File: src/design/sfrp_pkg.sv
package sfrp_pkg;

  localparam int unsigned CFG_IDX_W = 3;

  // configuration register indexes
  typedef enum logic [CFG_IDX_W-1:0] {
    CFG_HEADER_FIRST   = 3'd0,
    CFG_HEADER_SECOND  = 3'd1,
    CFG_TRAILER_FIRST  = 3'd2,
    CFG_TRAILER_SECOND = 3'd3,
    CFG_SEARCH_LIMIT   = 3'd4
  } cfg_reg_t;

  localparam logic [7:0] SEARCH_LIMIT_RST = 8'd28;

  typedef struct packed {
    logic [7:0] header_first;
    logic [7:0] header_second;
    logic [7:0] trailer_first;
    logic [7:0] trailer_second;
    logic [7:0] search_limit;
  } cfg_t;

  // hunt / body tracking in the front end
  typedef enum logic [1:0] {
    PH_HUNT1 = 2'd0,
    PH_HUNT2 = 2'd1,
    PH_BODY  = 2'd2
  } phase_t;

  // body byte positions
  localparam logic [3:0] WORD0_BASE  = 4'd4;
  localparam logic [3:0] WORD1_BASE  = 4'd6;
  localparam logic [3:0] WORD2_BASE  = 4'd8;
  localparam logic [3:0] TRAILER_IDX = 4'd10;
  localparam logic [3:0] BODY_LAST   = 4'd11;

  typedef enum logic [1:0] {
    CMD_BODY    = 2'd0,
    CMD_LAST    = 2'd1,
    CMD_TIMEOUT = 2'd2
  } cmd_kind_t;

  typedef struct packed {
    cmd_kind_t  kind;
    logic [3:0] idx;
    logic [7:0] data;
  } cmd_t;

  typedef enum logic [1:0] {
    OUT_GOOD     = 2'd0,
    OUT_MISMATCH = 2'd1,
    OUT_TIMEOUT  = 2'd2
  } outcome_t;

  typedef struct packed {
    outcome_t    outcome;
    logic [31:0] record_counter;
    logic [15:0] word_zero;
    logic [15:0] word_one;
    logic [15:0] word_two;
    logic [5:0]  batch_slot;
    logic        batch_done;
    logic [31:0] errors_seen;
  } result_t;

endpackage

File: src/design/sfrp_fifo.sv
module sfrp_fifo #(
  parameter int unsigned WIDTH = 8,
  parameter int unsigned DEPTH = 2
) (
  input  logic             clk,
  input  logic             rst_n,
  input  logic             push,
  input  logic [WIDTH-1:0] wdata,
  output logic             full,
  input  logic             pop,
  output logic [WIDTH-1:0] rdata,
  output logic             empty
);

  localparam int unsigned PTR_W = (DEPTH > 1) ? $clog2(DEPTH) : 1;
  localparam int unsigned CNT_W = $clog2(DEPTH + 1);
  localparam logic [PTR_W-1:0] PTR_LAST = PTR_W'(DEPTH - 1);
  localparam logic [CNT_W-1:0] CNT_FULL = CNT_W'(DEPTH);

  logic [WIDTH-1:0] mem_r [DEPTH];
  logic [PTR_W-1:0] wr_ptr_r, wr_ptr_nxt;
  logic [PTR_W-1:0] rd_ptr_r, rd_ptr_nxt;
  logic [CNT_W-1:0] count_r, count_nxt;
  logic             do_push, do_pop;

  assign full    = (count_r == CNT_FULL);
  assign empty   = (count_r == '0);
  assign rdata   = mem_r[rd_ptr_r];
  assign do_push = push && !full;
  assign do_pop  = pop && !empty;

  always_comb begin
    wr_ptr_nxt = wr_ptr_r;
    rd_ptr_nxt = rd_ptr_r;
    count_nxt  = count_r;
    if (do_push) begin
      wr_ptr_nxt = (wr_ptr_r == PTR_LAST) ? '0 : wr_ptr_r + 1'b1;
    end
    if (do_pop) begin
      rd_ptr_nxt = (rd_ptr_r == PTR_LAST) ? '0 : rd_ptr_r + 1'b1;
    end
    if (do_push && !do_pop) begin
      count_nxt = count_r + 1'b1;
    end else if (do_pop && !do_push) begin
      count_nxt = count_r - 1'b1;
    end
  end

  always_ff @(posedge clk) begin
    if (!rst_n) begin
      wr_ptr_r <= '0;
      rd_ptr_r <= '0;
      count_r  <= '0;
    end else begin
      wr_ptr_r <= wr_ptr_nxt;
      rd_ptr_r <= rd_ptr_nxt;
      count_r  <= count_nxt;
    end
  end

  always_ff @(posedge clk) begin
    if (do_push) begin
      mem_r[wr_ptr_r] <= wdata;
    end
  end

endmodule

File: src/design/sfrp_front.sv
module sfrp_front (
  input  logic               clk,
  input  logic               rst_n,
  input  sfrp_pkg::cfg_t     cfg,
  input  logic               byte_take,
  input  logic [7:0]         rx_byte,
  output logic               cmd_push,
  output sfrp_pkg::cmd_t     cmd
);

  sfrp_pkg::phase_t phase_r, phase_nxt;
  logic [3:0]       body_index_r, body_index_nxt;
  logic [7:0]       search_count_r, search_count_nxt;

  // next phase
  always_comb begin
    phase_nxt = phase_r;
    if (byte_take) begin
      case (phase_r)
        sfrp_pkg::PH_HUNT2: begin
          phase_nxt = (rx_byte == cfg.header_second) ? sfrp_pkg::PH_BODY
                                                     : sfrp_pkg::PH_HUNT1;
        end
        sfrp_pkg::PH_BODY: begin
          phase_nxt = (body_index_r == sfrp_pkg::BODY_LAST) ? sfrp_pkg::PH_HUNT1
                                                            : sfrp_pkg::PH_BODY;
        end
        default: begin
          phase_nxt = (rx_byte == cfg.header_first) ? sfrp_pkg::PH_HUNT2
                                                    : sfrp_pkg::PH_HUNT1;
        end
      endcase
    end
  end

  // commands and counters
  always_comb begin
    cmd_push         = 1'b0;
    cmd.kind         = sfrp_pkg::CMD_BODY;
    cmd.idx          = body_index_r;
    cmd.data         = rx_byte;
    body_index_nxt   = body_index_r;
    search_count_nxt = search_count_r;
    if (byte_take) begin
      case (phase_r)
        sfrp_pkg::PH_HUNT2: begin
          if (rx_byte == cfg.header_second) begin
            body_index_nxt   = '0;
            search_count_nxt = '0;
          end
        end
        sfrp_pkg::PH_BODY: begin
          cmd_push = 1'b1;
          if (body_index_r == sfrp_pkg::BODY_LAST) begin
            cmd.kind       = sfrp_pkg::CMD_LAST;
            body_index_nxt = '0;
          end else begin
            body_index_nxt = body_index_r + 1'b1;
          end
        end
        default: begin
          if (rx_byte != cfg.header_first) begin
            search_count_nxt = search_count_r + 1'b1;
            if (search_count_r > cfg.search_limit) begin
              cmd_push = 1'b1;
              cmd.kind = sfrp_pkg::CMD_TIMEOUT;
            end
          end
        end
      endcase
    end
  end

  always_ff @(posedge clk) begin
    if (!rst_n) begin
      phase_r        <= sfrp_pkg::PH_HUNT1;
      body_index_r   <= '0;
      search_count_r <= '0;
    end else begin
      phase_r        <= phase_nxt;
      body_index_r   <= body_index_nxt;
      search_count_r <= search_count_nxt;
    end
  end

endmodule

File: src/design/sfrp_back.sv
module sfrp_back #(
  parameter int unsigned BATCH_SIZE = 8
) (
  input  logic               clk,
  input  logic               rst_n,
  input  sfrp_pkg::cfg_t     cfg,
  input  logic               cmd_empty,
  input  sfrp_pkg::cmd_t     cmd,
  output logic               cmd_pop,
  input  logic               res_full,
  output logic               res_push,
  output sfrp_pkg::result_t  res
);

  localparam logic [6:0] BATCH_LIM = 7'(BATCH_SIZE);

  logic [31:0] counter_shift_r, counter_shift_nxt;
  logic [15:0] word0_r, word0_nxt;
  logic [15:0] word1_r, word1_nxt;
  logic [15:0] word2_r, word2_nxt;
  logic [7:0]  trailer_hold_r, trailer_hold_nxt;
  logic [31:0] error_count_r, error_count_nxt;
  logic [5:0]  slot_count_r, slot_count_nxt;
  logic [6:0]  slot_sum;
  logic        take;
  logic        trailer_ok;

  assign take       = !cmd_empty && !res_full;
  assign cmd_pop    = take;
  assign res_push   = take && (cmd.kind != sfrp_pkg::CMD_BODY);
  assign slot_sum   = {1'b0, slot_count_r} + 7'd1;
  assign trailer_ok = (trailer_hold_r == cfg.trailer_first) &&
                      (cmd.data == cfg.trailer_second);

  always_comb begin
    counter_shift_nxt = counter_shift_r;
    word0_nxt         = word0_r;
    word1_nxt         = word1_r;
    word2_nxt         = word2_r;
    trailer_hold_nxt  = trailer_hold_r;
    error_count_nxt   = error_count_r;
    slot_count_nxt    = slot_count_r;
    res               = '0;
    if (take) begin
      case (cmd.kind)
        sfrp_pkg::CMD_BODY: begin
          if (cmd.idx < sfrp_pkg::WORD0_BASE) begin
            counter_shift_nxt = {counter_shift_r[23:0], cmd.data};
          end else if (cmd.idx < sfrp_pkg::WORD1_BASE) begin
            word0_nxt = {word0_r[7:0], cmd.data};
          end else if (cmd.idx < sfrp_pkg::WORD2_BASE) begin
            word1_nxt = {word1_r[7:0], cmd.data};
          end else if (cmd.idx < sfrp_pkg::TRAILER_IDX) begin
            word2_nxt = {word2_r[7:0], cmd.data};
          end else begin
            trailer_hold_nxt = cmd.data;
          end
        end
        sfrp_pkg::CMD_LAST: begin
          if (trailer_ok) begin
            res.outcome        = sfrp_pkg::OUT_GOOD;
            res.record_counter = counter_shift_r;
            res.word_zero      = word0_r;
            res.word_one       = word1_r;
            res.word_two       = word2_r;
            res.batch_slot     = slot_count_r;
            if (slot_sum >= BATCH_LIM) begin
              res.batch_done = 1'b1;
              slot_count_nxt = '0;
            end else begin
              slot_count_nxt = slot_sum[5:0];
            end
          end else begin
            error_count_nxt = error_count_r + 32'd1;
            res.outcome     = sfrp_pkg::OUT_MISMATCH;
          end
          res.errors_seen = error_count_nxt;
        end
        sfrp_pkg::CMD_TIMEOUT: begin
          error_count_nxt = error_count_r + 32'd1;
          res.outcome     = sfrp_pkg::OUT_TIMEOUT;
          res.errors_seen = error_count_nxt;
        end
        default: begin
          res = '0;
        end
      endcase
    end
  end

  always_ff @(posedge clk) begin
    if (!rst_n) begin
      error_count_r <= '0;
      slot_count_r  <= '0;
    end else begin
      error_count_r <= error_count_nxt;
      slot_count_r  <= slot_count_nxt;
    end
  end

  // frame assembly registers are fully rewritten by every frame
  always_ff @(posedge clk) begin
    counter_shift_r <= counter_shift_nxt;
    word0_r         <= word0_nxt;
    word1_r         <= word1_nxt;
    word2_r         <= word2_nxt;
    trailer_hold_r  <= trailer_hold_nxt;
  end

endmodule

File: src/design/sync_framed_record_parser_top.sv
// sync framed record parser: takes one received serial byte per transfer on
// the in_ queue port (in_push / in_full), hunts for a two-byte sync header,
// collects a twelve-byte body and delivers one result per finished frame or
// per sync-search timeout on the out_ queue port (out_empty / out_pop).
// configuration is a separate valid/ready write channel (cfg_index selects
// header, trailer and search-limit registers); cfg_ready is always high and
// writes are meant for a quiet block.
// throughput: one byte per cycle, sustained while the result queue has room,
// set by the front byte classifier and the back frame assembler.
// result path: the byte that causes a result is written as a command into
// the command queue; the back end then moves its result into the result
// queue, whose head drives the out_ ports, once that queue has room.
// when the receiver stalls the result queue fills, the back end stops
// draining commands, the command queue fills and in_full rises.
// reset (synchronous, active low) empties both queues, returns to hunting
// for the first header byte and clears the search, error and batch counts;
// configuration registers return to their defaults (search limit 28).
module sync_framed_record_parser_top #(
  parameter int unsigned BATCH_SIZE = 8,
  parameter int unsigned CMD_DEPTH  = 2,
  parameter int unsigned OUT_DEPTH  = 2
) (
  input  logic                           clk,
  input  logic                           rst_n,
  // byte input
  input  logic                           in_push,
  output logic                           in_full,
  input  logic [7:0]                     in_rx_byte,
  // results
  output logic                           out_empty,
  input  logic                           out_pop,
  output logic [1:0]                     out_outcome,
  output logic [31:0]                    out_record_counter,
  output logic [15:0]                    out_word_zero,
  output logic [15:0]                    out_word_one,
  output logic [15:0]                    out_word_two,
  output logic [5:0]                     out_batch_slot,
  output logic                           out_batch_done,
  output logic [31:0]                    out_errors_seen,
  // configuration writes
  input  logic                           cfg_valid,
  output logic                           cfg_ready,
  input  logic [sfrp_pkg::CFG_IDX_W-1:0] cfg_index,
  input  logic [7:0]                     cfg_data
);

  localparam int unsigned CMD_W = $bits(sfrp_pkg::cmd_t);
  localparam int unsigned RES_W = $bits(sfrp_pkg::result_t);

  sfrp_pkg::cfg_t    cfg_r, cfg_nxt;
  sfrp_pkg::cmd_t    front_cmd, back_cmd;
  sfrp_pkg::result_t back_res, head_res;
  logic              front_push;
  logic              cmd_empty, cmd_pop;
  logic              res_full, res_push;
  logic              byte_take;

  // configuration registers, writes always taken
  assign cfg_ready = 1'b1;

  always_comb begin
    cfg_nxt = cfg_r;
    if (cfg_valid) begin
      case (cfg_index)
        sfrp_pkg::CFG_HEADER_FIRST:   cfg_nxt.header_first   = cfg_data;
        sfrp_pkg::CFG_HEADER_SECOND:  cfg_nxt.header_second  = cfg_data;
        sfrp_pkg::CFG_TRAILER_FIRST:  cfg_nxt.trailer_first  = cfg_data;
        sfrp_pkg::CFG_TRAILER_SECOND: cfg_nxt.trailer_second = cfg_data;
        sfrp_pkg::CFG_SEARCH_LIMIT:   cfg_nxt.search_limit   = cfg_data;
        default: begin
          cfg_nxt = cfg_r;
        end
      endcase
    end
  end

  always_ff @(posedge clk) begin
    if (!rst_n) begin
      cfg_r.header_first   <= '0;
      cfg_r.header_second  <= '0;
      cfg_r.trailer_first  <= '0;
      cfg_r.trailer_second <= '0;
      cfg_r.search_limit   <= sfrp_pkg::SEARCH_LIMIT_RST;
    end else begin
      cfg_r <= cfg_nxt;
    end
  end

  // a byte is taken whenever the command queue has room
  assign byte_take = in_push && !in_full;

  sfrp_front u_front (
    .clk       (clk),
    .rst_n     (rst_n),
    .cfg       (cfg_r),
    .byte_take (byte_take),
    .rx_byte   (in_rx_byte),
    .cmd_push  (front_push),
    .cmd       (front_cmd)
  );

  // command queue between classifier and assembler
  sfrp_fifo #(
    .WIDTH (CMD_W),
    .DEPTH (CMD_DEPTH)
  ) u_cmd_q (
    .clk   (clk),
    .rst_n (rst_n),
    .push  (front_push),
    .wdata (front_cmd),
    .full  (in_full),
    .pop   (cmd_pop),
    .rdata (back_cmd),
    .empty (cmd_empty)
  );

  sfrp_back #(
    .BATCH_SIZE (BATCH_SIZE)
  ) u_back (
    .clk       (clk),
    .rst_n     (rst_n),
    .cfg       (cfg_r),
    .cmd_empty (cmd_empty),
    .cmd       (back_cmd),
    .cmd_pop   (cmd_pop),
    .res_full  (res_full),
    .res_push  (res_push),
    .res       (back_res)
  );

  // result queue, head drives the out_ ports
  sfrp_fifo #(
    .WIDTH (RES_W),
    .DEPTH (OUT_DEPTH)
  ) u_res_q (
    .clk   (clk),
    .rst_n (rst_n),
    .push  (res_push),
    .wdata (back_res),
    .full  (res_full),
    .pop   (out_pop),
    .rdata (head_res),
    .empty (out_empty)
  );

  assign out_outcome        = head_res.outcome;
  assign out_record_counter = head_res.record_counter;
  assign out_word_zero      = head_res.word_zero;
  assign out_word_one       = head_res.word_one;
  assign out_word_two       = head_res.word_two;
  assign out_batch_slot     = head_res.batch_slot;
  assign out_batch_done     = head_res.batch_done;
  assign out_errors_seen    = head_res.errors_seen;

endmodule
File: config.mk
export PLATFORM = sky130hd
export DESIGN_NAME = sync_framed_record_parser_top
export DESIGN_NICKNAME = d
export VERILOG_FILES = /design/src/design/sfrp_pkg.sv /design/src/design/sfrp_fifo.sv /design/src/design/sfrp_front.sv /design/src/design/sfrp_back.sv /design/src/design/sync_framed_record_parser_top.sv
export SDC_FILE = /design/constraint.sdc
export NUM_CORES = 1
export LEC_CHECK = 0
export BUFFER_PORTS_ARGS = -buffer_cell sky130_fd_sc_hd__buf_2
export CELL_PAD_IN_SITES_DETAIL_PLACEMENT = 0
export CELL_PAD_IN_SITES_GLOBAL_PLACEMENT = 2
export CORE_ASPECT_RATIO = 1.75
export CORE_MARGIN = 3
export CORE_UTILIZATION = 42
export DETAILED_ROUTE_END_ITERATION = 8
export GPL_ROUTABILITY_DRIVEN = 0
export PLACE_DENSITY_LB_ADDON = 0.1
export SLEW_MARGIN = 20
export SYNTH_ARGS = -nofsm -noshare
export SYNTH_HDL_FRONTEND = slang
export SYNTH_SLANG_ARGS = --single-unit
File: constraint.sdc
create_clock -name clk -period 12.5 [get_ports clk]
set_input_delay 1.875 -clock clk [delete_from_list [all_inputs] [get_ports clk]]
set_output_delay 1.875 -clock clk [all_outputs]
set_load 0.005 [all_outputs]
* Word level (Yosys, flattened, before mapping)
Memories as Yosys holds them, arrays and structs flattened. A register that Yosys moved wholly into a read port is not among the register bits. Cells that the tools add are included.
Word-level totals: register bits after elaboration 188, bits in latches 0, memory bits (writable) 270, ROM bits 0, output and inout bits 124, word-level logic and storage cells 152, memories 2
Cells by class: $add $sub $neg 12, multiply operators 0, divide/modulo/power cells 0, order comparisons 6, equal/unequal tests 17, shift operators 0, muxes and demuxes 45, bitwise gates (word level) 5, reductions and logical operators 44
Memory list:
- u_res_q.mem_r | words 2, width 121, rd ports 1, clocked after memory_dff 1, write ports 1, RTL line sfrp_fifo.sv:20 | logic [WIDTH-1:0] mem_r [DEPTH];
- u_cmd_q.mem_r | words 2, width 14, rd ports 1, clocked after memory_dff 1, write ports 1, RTL line sfrp_fifo.sv:20
Operators with widths (number):
- 87-bit two-way mux | 2
- 32-bit one-hot mux with 2 select lines | 2
- 121-bit two-way mux | 1
- 32-bit by 1-bit adder with 32-bit output, second input constant | 1
- 8-bit equality test | 4
- 32-bit two-way mux | 1
- 1-bit two-way mux | 19
- 2-bit two-way mux | 9
- 8-bit two-way mux | 2
- 8-bit one-hot mux with 2 select lines | 1
- 1-bit logical AND | 12
- 2-bit one-hot mux with 2 select lines | 3
- 2-bit AND reduction | 6
- 6-bit AND reduction | 2
- 2-bit nonzero test | 6
- 3-bit AND reduction | 3
- 8-bit by 1-bit adder with 8-bit output, second input constant | 1
- 2-bit equality test, second input constant | 4
- 8-bit > comparator | 1
- 1-bit zero test | 8
- 4-bit by 3-bit less-than comparator with 1-bit output, second input constant | 2
- 4-bit less-than comparator, second input constant | 2
- 4-bit two-way mux | 2
- 8-bit != test | 1
- other kinds (20) | 34

* Longest topological paths before layout
Gate-level depths: netlist of the first run.
depth after elaboration 10, mapped depth 11

* Hierarchy
A second synthesis of the first run with hierarchy kept.
Unflattened totals: cells, all modules 1419, area total of the unflattened synthesis 19721.4 um^2
By module, submodules not included:
- sfrp_fifo (u_res_q) | times used 1, cells an instance 401, area an instance 8953.6 um^2, seq. area each 7367.1 um^2
- sfrp_back | times used 1, cells an instance 635, area an instance 6678.9 um^2, seq. area each 3403.3 um^2
- sync_framed_record_parser_top | times used 1, cells an instance 150, area an instance 1531.5 um^2, seq. area each 800.8 um^2
- sfrp_front | times used 1, cells an instance 165, area an instance 1320.0 um^2, seq. area each 280.3 um^2
- sfrp_fifo (u_cmd_q) | times used 1, cells an instance 68, area an instance 1237.4 um^2, seq. area each 940.9 um^2

* Least setup slack after synthesis of the first run
Ideal clock, no wire load.
path type register to register, start register with a tool-made name, end memory u_res_q.mem_r[0][0] (netlist name) (enable), library setup time 0.749 ns, arrival time 9.198 ns, slack 2.552 ns, stages on the path, launching flop included 5, path buffers 1, clock period less this slack 9.948 ns, cell sequence dfxtp_1 > buf_6 > mux2i_1 > ha_1 > nor3_1
RTL lines (RTL line):
- to (decl) | sfrp_fifo.sv:20

==> results of run 1 <==
worst max-delay path by stage:
| stage | to | slack [ns] |
|---|---|---|
| 2_1_floorplan | u_res_q.mem_r[0][0] | 2.55 |
| 3_3_place_gp | out_outcome[0] | 8.15 |
| 3_5_place_dp | out_outcome[0] | 8.15 |
| 4_1_cts | out_outcome[0] | 7.54 |
| 5_1_grt | out_outcome[0] | 7.50 |
| 6_report | out_outcome[0] | 7.67 |
worst register-to-register path, cell delays in order, from the launching register on:
cell     delay, ns
dfxtp_1       0.76
mux2_2        0.55
xor2_1        0.20
or4_4         0.58
nor4_4        0.27
buf_4         0.68
nand2_1       0.28
o31ai_2       0.22
state kept, by name (all words and copies together) (netlist names), 4 cells and up, named ones only:
name,count
u_back.word0_r,16
u_res_q.mem_r,242
u_front.search_count_r,8
u_back.word2_r,16
u_back.error_count_r,32
u_back.trailer_hold_r,8
u_cmd_q.mem_r,26
u_back.slot_count_r,6
u_back.word1_r,16
u_back.counter_shift_r,32
u_front.body_index_r,4
cfg_r,40
cells in the mapped netlist (2+ instances only):
cell	count	share of area [%]
edfxtp_1	356	57
mux2_2	126	7.6
nand2_1	109	2.2
a21oi_1	104	2.8
dfxtp_1	102	11
and2_1	92	3.1
clkbuf_1	52	1.0
nor2_1	41	0.82
nand3_1	32	0.85
inv_1	29	0.58
xor2_1	29	1.4
a311oi_1	28	1.3
and3_1	28	0.93
or4_1	22	0.88
o31ai_1	21	0.84
ha_1	20	1.3
mux2i_1	20	1.1
nand4_1	17	0.57
o21ai_0	16	0.43
or3_1	13	0.43
nor3_1	11	0.29
xnor2_1	11	0.51
o211ai_1	8	0.32
buf_4	7	0.28
nor2b_1	7	0.23
a31oi_1	5	0.17
buf_1	5	0.10
nand2b_1	5	0.17
nor4_1	5	0.17
buf_2	4	0.11
nor3b_1	4	0.16
nand3b_1	3	0.12
a211oi_1	2	0.080
a21o_1	2	0.080
and4_1	2	0.093
o21a_1	2	0.080
o22ai_1	2	0.067
o31a_1	2	0.093
or2_2	2	0.067
cell usage in the layout (no fill, tap or decap), types with 17 or more instances in the layout:
master,synthesis,routed
a21oi_1,104,103
a311oi_1,28,28
and2_1,92,91
and3_1,28,27
buf_2,4,146
clkbuf_16,0,43
dfxtp_1,102,101
edfxtp_1,356,356
ha_1,20,20
inv_1,29,28
mux2_2,126,126
mux2i_1,20,20
nand2_1,109,109
nand3_1,32,31
nand4_1,17,17
nor2_1,41,40
o31ai_1,21,21
or4_1,22,22
xor2_1,29,29
per-layer routing:
layer,up-vias,global-route usage [%]
met5,-,0
met4,0,4.64
met3,56,2.36
met2,162,32.1
met1,5357,20.0
li1,5350,-
power breakdown:
part           internal, mW  leakage (nW)  switching (mW)
clock network         0.758         0.678           0.547
registers              1.73          4.42          0.0512
logic                 0.214          2.92           0.258
layout make-up:
cell class / instances / area [um2] / area share, %
clock inverters: 23 / 277 / 1.29
well taps: 566 / 708 / 3.30
repair buffers: 162 / 855 / 3.99
inverters: 29 / 109 / 0.508
flip-flops and latches: 458 / 12700 / 59.4
clock buffers: 53 / 1110 / 5.19
multi-input cells: 805 / 5640 / 26.3
logic make-up (layout without fill, tap and decap cells):
family | Yosys count | count (layout) | share of synthesized area (%)
flops | 458 | 458 | 67.9
simple gates | 398 | 398 | 11.4
compound gates | 199 | 199 | 6.60
mux | 147 | 147 | 8.72
buf+inv | 98 | 267 | 2.17
xor+xnor | 40 | 40 | 1.87
fa+ha+maj | 20 | 20 | 1.34
other cells | 1 | 1 | 0.0200
metrics by stage:
step | power (mW) | util, %
4_1_cts | 3.62 | 49.0
3_5_place_dp | 2.30 | 45.8
5_1_grt | 3.71 | 49.0
3_3_place_gp | 2.30 | 45.8
2_1_floorplan | 2.11 | -
6_report | 3.56 | 49.0
==> summary.md, run 1 <==
| Metric | Value |
|---|---|
| Status | `finished, final reports clean` |
| Setup violators final | `0` |
| Synth unique cells | `54` |
| Post-Place Cells | `2,020` |
| H-tree depth | `2` |
| Layout cells sized above 1 | `23.7%` |
| Post-synth EDFFs | `356` |
| Layout fillers | `between 3,000 and 4,000` |
| Cell Chain, Critical Path | `buf_4, mux2_2, buf_2` |
| Placed cell area | `0.0200 mm2` |
| Max cap viols | `0` |
| DR DRC count | `0` |
| Row cnt | `roughly 100` |
| DR WL met2 | `22.4 mm` |
| Crit path max-delay family | `buffers and inverters` |
| Vias in the first global route | `11,200` |
| Clock buffer count from CTS | `43` |
| CP Class | `reg -> out` |
| Worst rel slew slack | `28.9%` |
| Clock sinks | `458` |
| Drt first pass iters | `5` |
| Initial Util | `42.9%` |
| Port buffer count | `146` |
| Clock Tree Buf Depth | `3` |
| Worst slew pin tran | `~1.1 ns` |
| Initial antenna violation count | `0` |
| Tcrit/Tclk final | `38.6%` |
| Tmin final | `4.83 ns` |
| Vias/cell | `between 5 and 6` |
| Post-CTS Setup Bufs | `0` |
| Slowest-stage cell, CP | `buf_4` |
| Post-DP HPWL | `26.4 mm` |
| WP depth | `3` |
| First-pass GRT wire length | `about 64 mm` |
| Die height | `about 290 um` |
| DRT met1 WL | `between 15 and 20 mm` |
| Critical path startpoint category | `flip-flop` |
| DR WL met3 | `1.20 mm` |
| Pre-CTS setup slack | `8.15 ns` |
| ANT cells | `0` |
| Synthesized area per cell | `between 10 and 15 um2` |
| Vias | `approximately 11,000` |
| RSZ-0062 raised after global routing | `false` |
| WL per Instance | `19.4 um` |
| Antenna viol nets, final | `0` |
| Total grt overflow | `0` |
| Worst skew pair latency | `0.55 ns` |
| Post-Route WL | `40.7 mm` |
| Initial DRC count | `542` |
| I/O Pins | `148` |
| Final nets | `1,543` |
| Ys flop type | `edfxtp_1` |
| R2r endpoint | `u_back.slot_count_r[0]` |
| LEAKAGE | `8.02 nW` |
| Top layer in use | `met4` |
| Number of gates resized after cts | `0` |
| Setup TNS | `0 ns` |
| R2R cell count | `7` |
| Clock Tree Root | `clkbuf_16` |
| Synth-to-layout area growth | `14.4%` |
| Synth Cell Area | `0.0187 mm2` |
| CP peak stage delay | `0.92 ns` |
| Layout Skew | `0.0179 ns` |
| Hold path endpoint | `u_back.counter_shift_r[25]` |
| Hold Crit Class | `reg -> reg` |
| Largest net degree at the start of global routing | `96` |
| Clock-pin slew on the worst setup and hold paths | `approximately 0.060 ns` |
| Die width | `166 um` |
| Asr flop ratio synth | `0%` |
| Final Hold Fails | `0` |
| Max Freq | `0.207 GHz` |
| Setup ws final | `7.67 ns` |
| Post-route cell area | `0.0214 mm2` |
| Hold slack final | `0.431 ns` |
| Number of synthesized register bits | `around 460` |
| Peak VDD IR | `0.000110 V` |
| Crit path DAT | `a little under 3 ns` |
| Reg-to-reg setup timing slack | `between 8 and 9 ns` |
| Pins Over Slew Limit | `0` |
| CTS tree | `done` |
| Sequential element share of the synthesized area | `67.9%` |
| Die area | `0.0473 mm2` |
| Core box area | `0.0437 mm2` |
| Worst Path Required | `~11 ns` |
| Worst path buffer plus inverter count | `2` |
| Worst setup EP type | `output port` |
| # hold bufs at CTS | `0` |
| Pwr/cell area | `166 mW/mm2` |
| Hold path startpoint | `u_back.counter_shift_r[17]` |
| Post-Syn Nets | `1,405` |
| Warnings from Yosys | `0` |
| Fin cells | `2,096` |
| Cells on Worst Hold Path | `0` |
| Cells after synthesis | `1,361` |
| CP max FO | `75` |
| Overall routing resource usage | `17.0%` |
(Power assumes the default switching activity.)
==> inputs of run 2 (changes only) <==
- clock period: 12.5 -> 4.75 ns (I/O delays scaled with it)
==> run 2 against run 1 <==
Flip-flop and latch count did not move; die area did not move; worst setup slack got worse by 6.7 ns; sequential share of layout area fell by 0.13 points; final area rose by 0.22%; routed wire length rose by 5.7%; global-route usage rose by 1.1 points; hold slack improved by 0.0075 ns; register-to-register slack got worse by 7.9 ns; critical endpoint is now u_res_q.mem_r[0][9]; largest cell class unchanged; highest routed layer unchanged.
==> summary.md, run 2 (synthesized netlist as in run 1, its figures left out) <==
| Metric | Value |
|---|---|
| Status | `finished, final reports clean` |
| Setup violators final | `0` |
| Tcrit/Tclk final | `between 70 and 80%` |
| Setup ws final | `slightly below 1 ns` |
| DR DRC count | `0` |
| Pwr/cell area | `434 mW/mm2` |
| CP Class | `reg -> reg` |
| WL per Instance | `20.5 um` |
| CTS tree | `done` |
| Vias in the first global route | `11,500` |
| CP max FO | `20` |
| Row cnt | `101` |
| Post-route cell area | `0.0215 mm2` |
| Layout cells sized above 1 | `24.3%` |
| Commonest non-fill, non-tap cells in the layout | `edfxtp_1, buf_2, mux2_2` |
| Layout fillers | `about 3,900` |
| Clock Tree Buf Depth | `3` |
| Initial DRC count | `642` |
| Crit path DAT | `4.11 ns` |
| Worst skew pair latency | `0.57 ns` |
| Max reg flops | `242` |
| Worst setup EP type | `flip-flop` |
| Pre-CTS setup slack | `between 0.9 and 1 ns` |
| R2r endpoint | `u_res_q.mem_r[0][9]` |
| Worst slew pin tran | `1.05 ns` |
| Core box area | `roughly 0.044 mm2` |
| Clock Tree Root | `clkbuf_16` |
| Synth-to-layout area growth | `14.6%` |
| Clock-pin slew on the worst setup and hold paths | `~0.06 ns` |
| Vias | `11,100` |
| RSZ-0062 raised after global routing | `false` |
| Post-DP HPWL | `28.1 mm` |
| I/O Pins | `148` |
| Largest regs | `u_res_q.mem_r: 242 flops, cfg_r: 40 flops` |
| Reg-to-reg setup timing slack | `~0.99 ns` |
| Largest net degree at the start of global routing | `122` |
| Clock buffer count from CTS | `43` |
| R2R cell count | `6` |
| Worst rel slew slack | `about 29%` |
| Total grt overflow | `0` |
| Crit path to | `u_res_q.mem_r[0][9]` |
| Placed cell area | `0.0201 mm2` |
| # hold bufs at CTS | `0` |
| Worst Path Required | `5.10 ns` |
| Tmin final | `about 3.8 ns` |
| Register Area | `0.0127 mm2` |
| Setup TNS | `0 ns` |
| Peak VDD IR | `0.000322 V` |
| Top reg by flops | `u_res_q.mem_r` |
| Max cap viols | `0` |
| Final Hold Fails | `0` |
| Die area | `0.0473 mm2` |
| Post-CTS Setup Bufs | `0` |
| Overall routing resource usage | `18.0%` |
| Vias/cell | `about 5.3` |
| Clock sinks | `458` |
| Number of gates resized after cts | `0` |
| Hold slack final | `0.438 ns` |
| Hold Crit Class | `reg -> reg` |
| Initial Util | `between 40% and 50%` |
| Initial antenna violation count | `0` |
| Final nets | `1,547` |
| Max Freq | `between 0.2 and 0.3 GHz` |
| Die height | `285 um` |
| Commonest non-fill, non-tap cell in the layout | `edfxtp_1` |
| Area occupied by multi-input gates | `0.00564 mm2` |
| Layout Skew | `roughly 0.027 ns` |
| LEAKAGE | `8.05 nW` |
| Antenna viol nets, final | `0` |
| Post-Route WL | `43.0 mm` |
| H-tree depth | `2` |
| Drt first pass iters | `5` |
| First-pass GRT wire length | `67.2 mm` |
| ANT cells | `0` |
| Port buffer count | `146` |
| Pins Over Slew Limit | `0` |
| Critical path startpoint category | `flip-flop` |
| Die width | `166 um` |
run 2: routing by layer:
layer / share of wire (%) / GRT usage [%]
met1: 39 / 20.6
met2: 55 / 34.3
met3: 3.7 / 2.65
met4: 2.9 / 5.93
met5: 0 / 0
run 2: area by class of cell:
| cell class | count | share of cell area [%] |
|---|---|---|
| inverters | 29 | 0.507 |
| multi-input cells | 805 | 26.3 |
| flip-flops and latches | 458 | 59.3 |
| clock inverters | 24 | 1.06 |
| clock buffers | 53 | 5.26 |
| well taps | 566 | 3.30 |
| repair buffers | 166 | 4.33 |
run 2: how the worst min path moves through the flow:
stage                                       endpoint                 startpoint  cells after the start
after global placement            u_back.word1_r[11]          u_back.word1_r[3]                      0
after global routing             u_cmd_q.mem_r[1][4]              in_rx_byte[4]                      1
after floorplan           u_back.counter_shift_r[10]  u_back.counter_shift_r[2]                      0
after detailed placement          u_back.word2_r[11]          u_back.word2_r[3]                      0
final                             u_back.word2_r[11]          u_back.word2_r[3]                      0
after CTS                                  cfg_r[15]                cfg_data[7]                      3
run 2: report_power, final:
group | leakage, nW | internal, mW | switching (mW) | total, mW
clock | 0.674 | 1.88 | 1.50 | 3.37
sequential | 4.42 | 4.55 | 0.153 | 4.70
combinational | 2.95 | 0.576 | 0.682 | 1.26
total | 8.05 | 7.00 | 2.33 | 9.33
run 2: stage by stage:
| stage | total power [mW] | instances | util (%) |
|---|---|---|---|
| after global routing | 9.72 | 2101 | 49.1 |
| after floorplan | 5.52 | 1361 | - |
| after CTS | 9.47 | 2101 | 49.1 |
| final | 9.33 | 2101 | 49.1 |
| after detailed placement | 6.09 | 2024 | 46.0 |
| after global placement | 6.08 | 2024 | 46.0 |
run 2: critical path, stage by stage (launching register included):
cell,delay [ns]
dfxtp_1,0.76
mux2_2,0.47
xor2_1,0.18
nor4_2,0.43
nand4_1,0.79
buf_4,0.52
a311oi_1,0.40
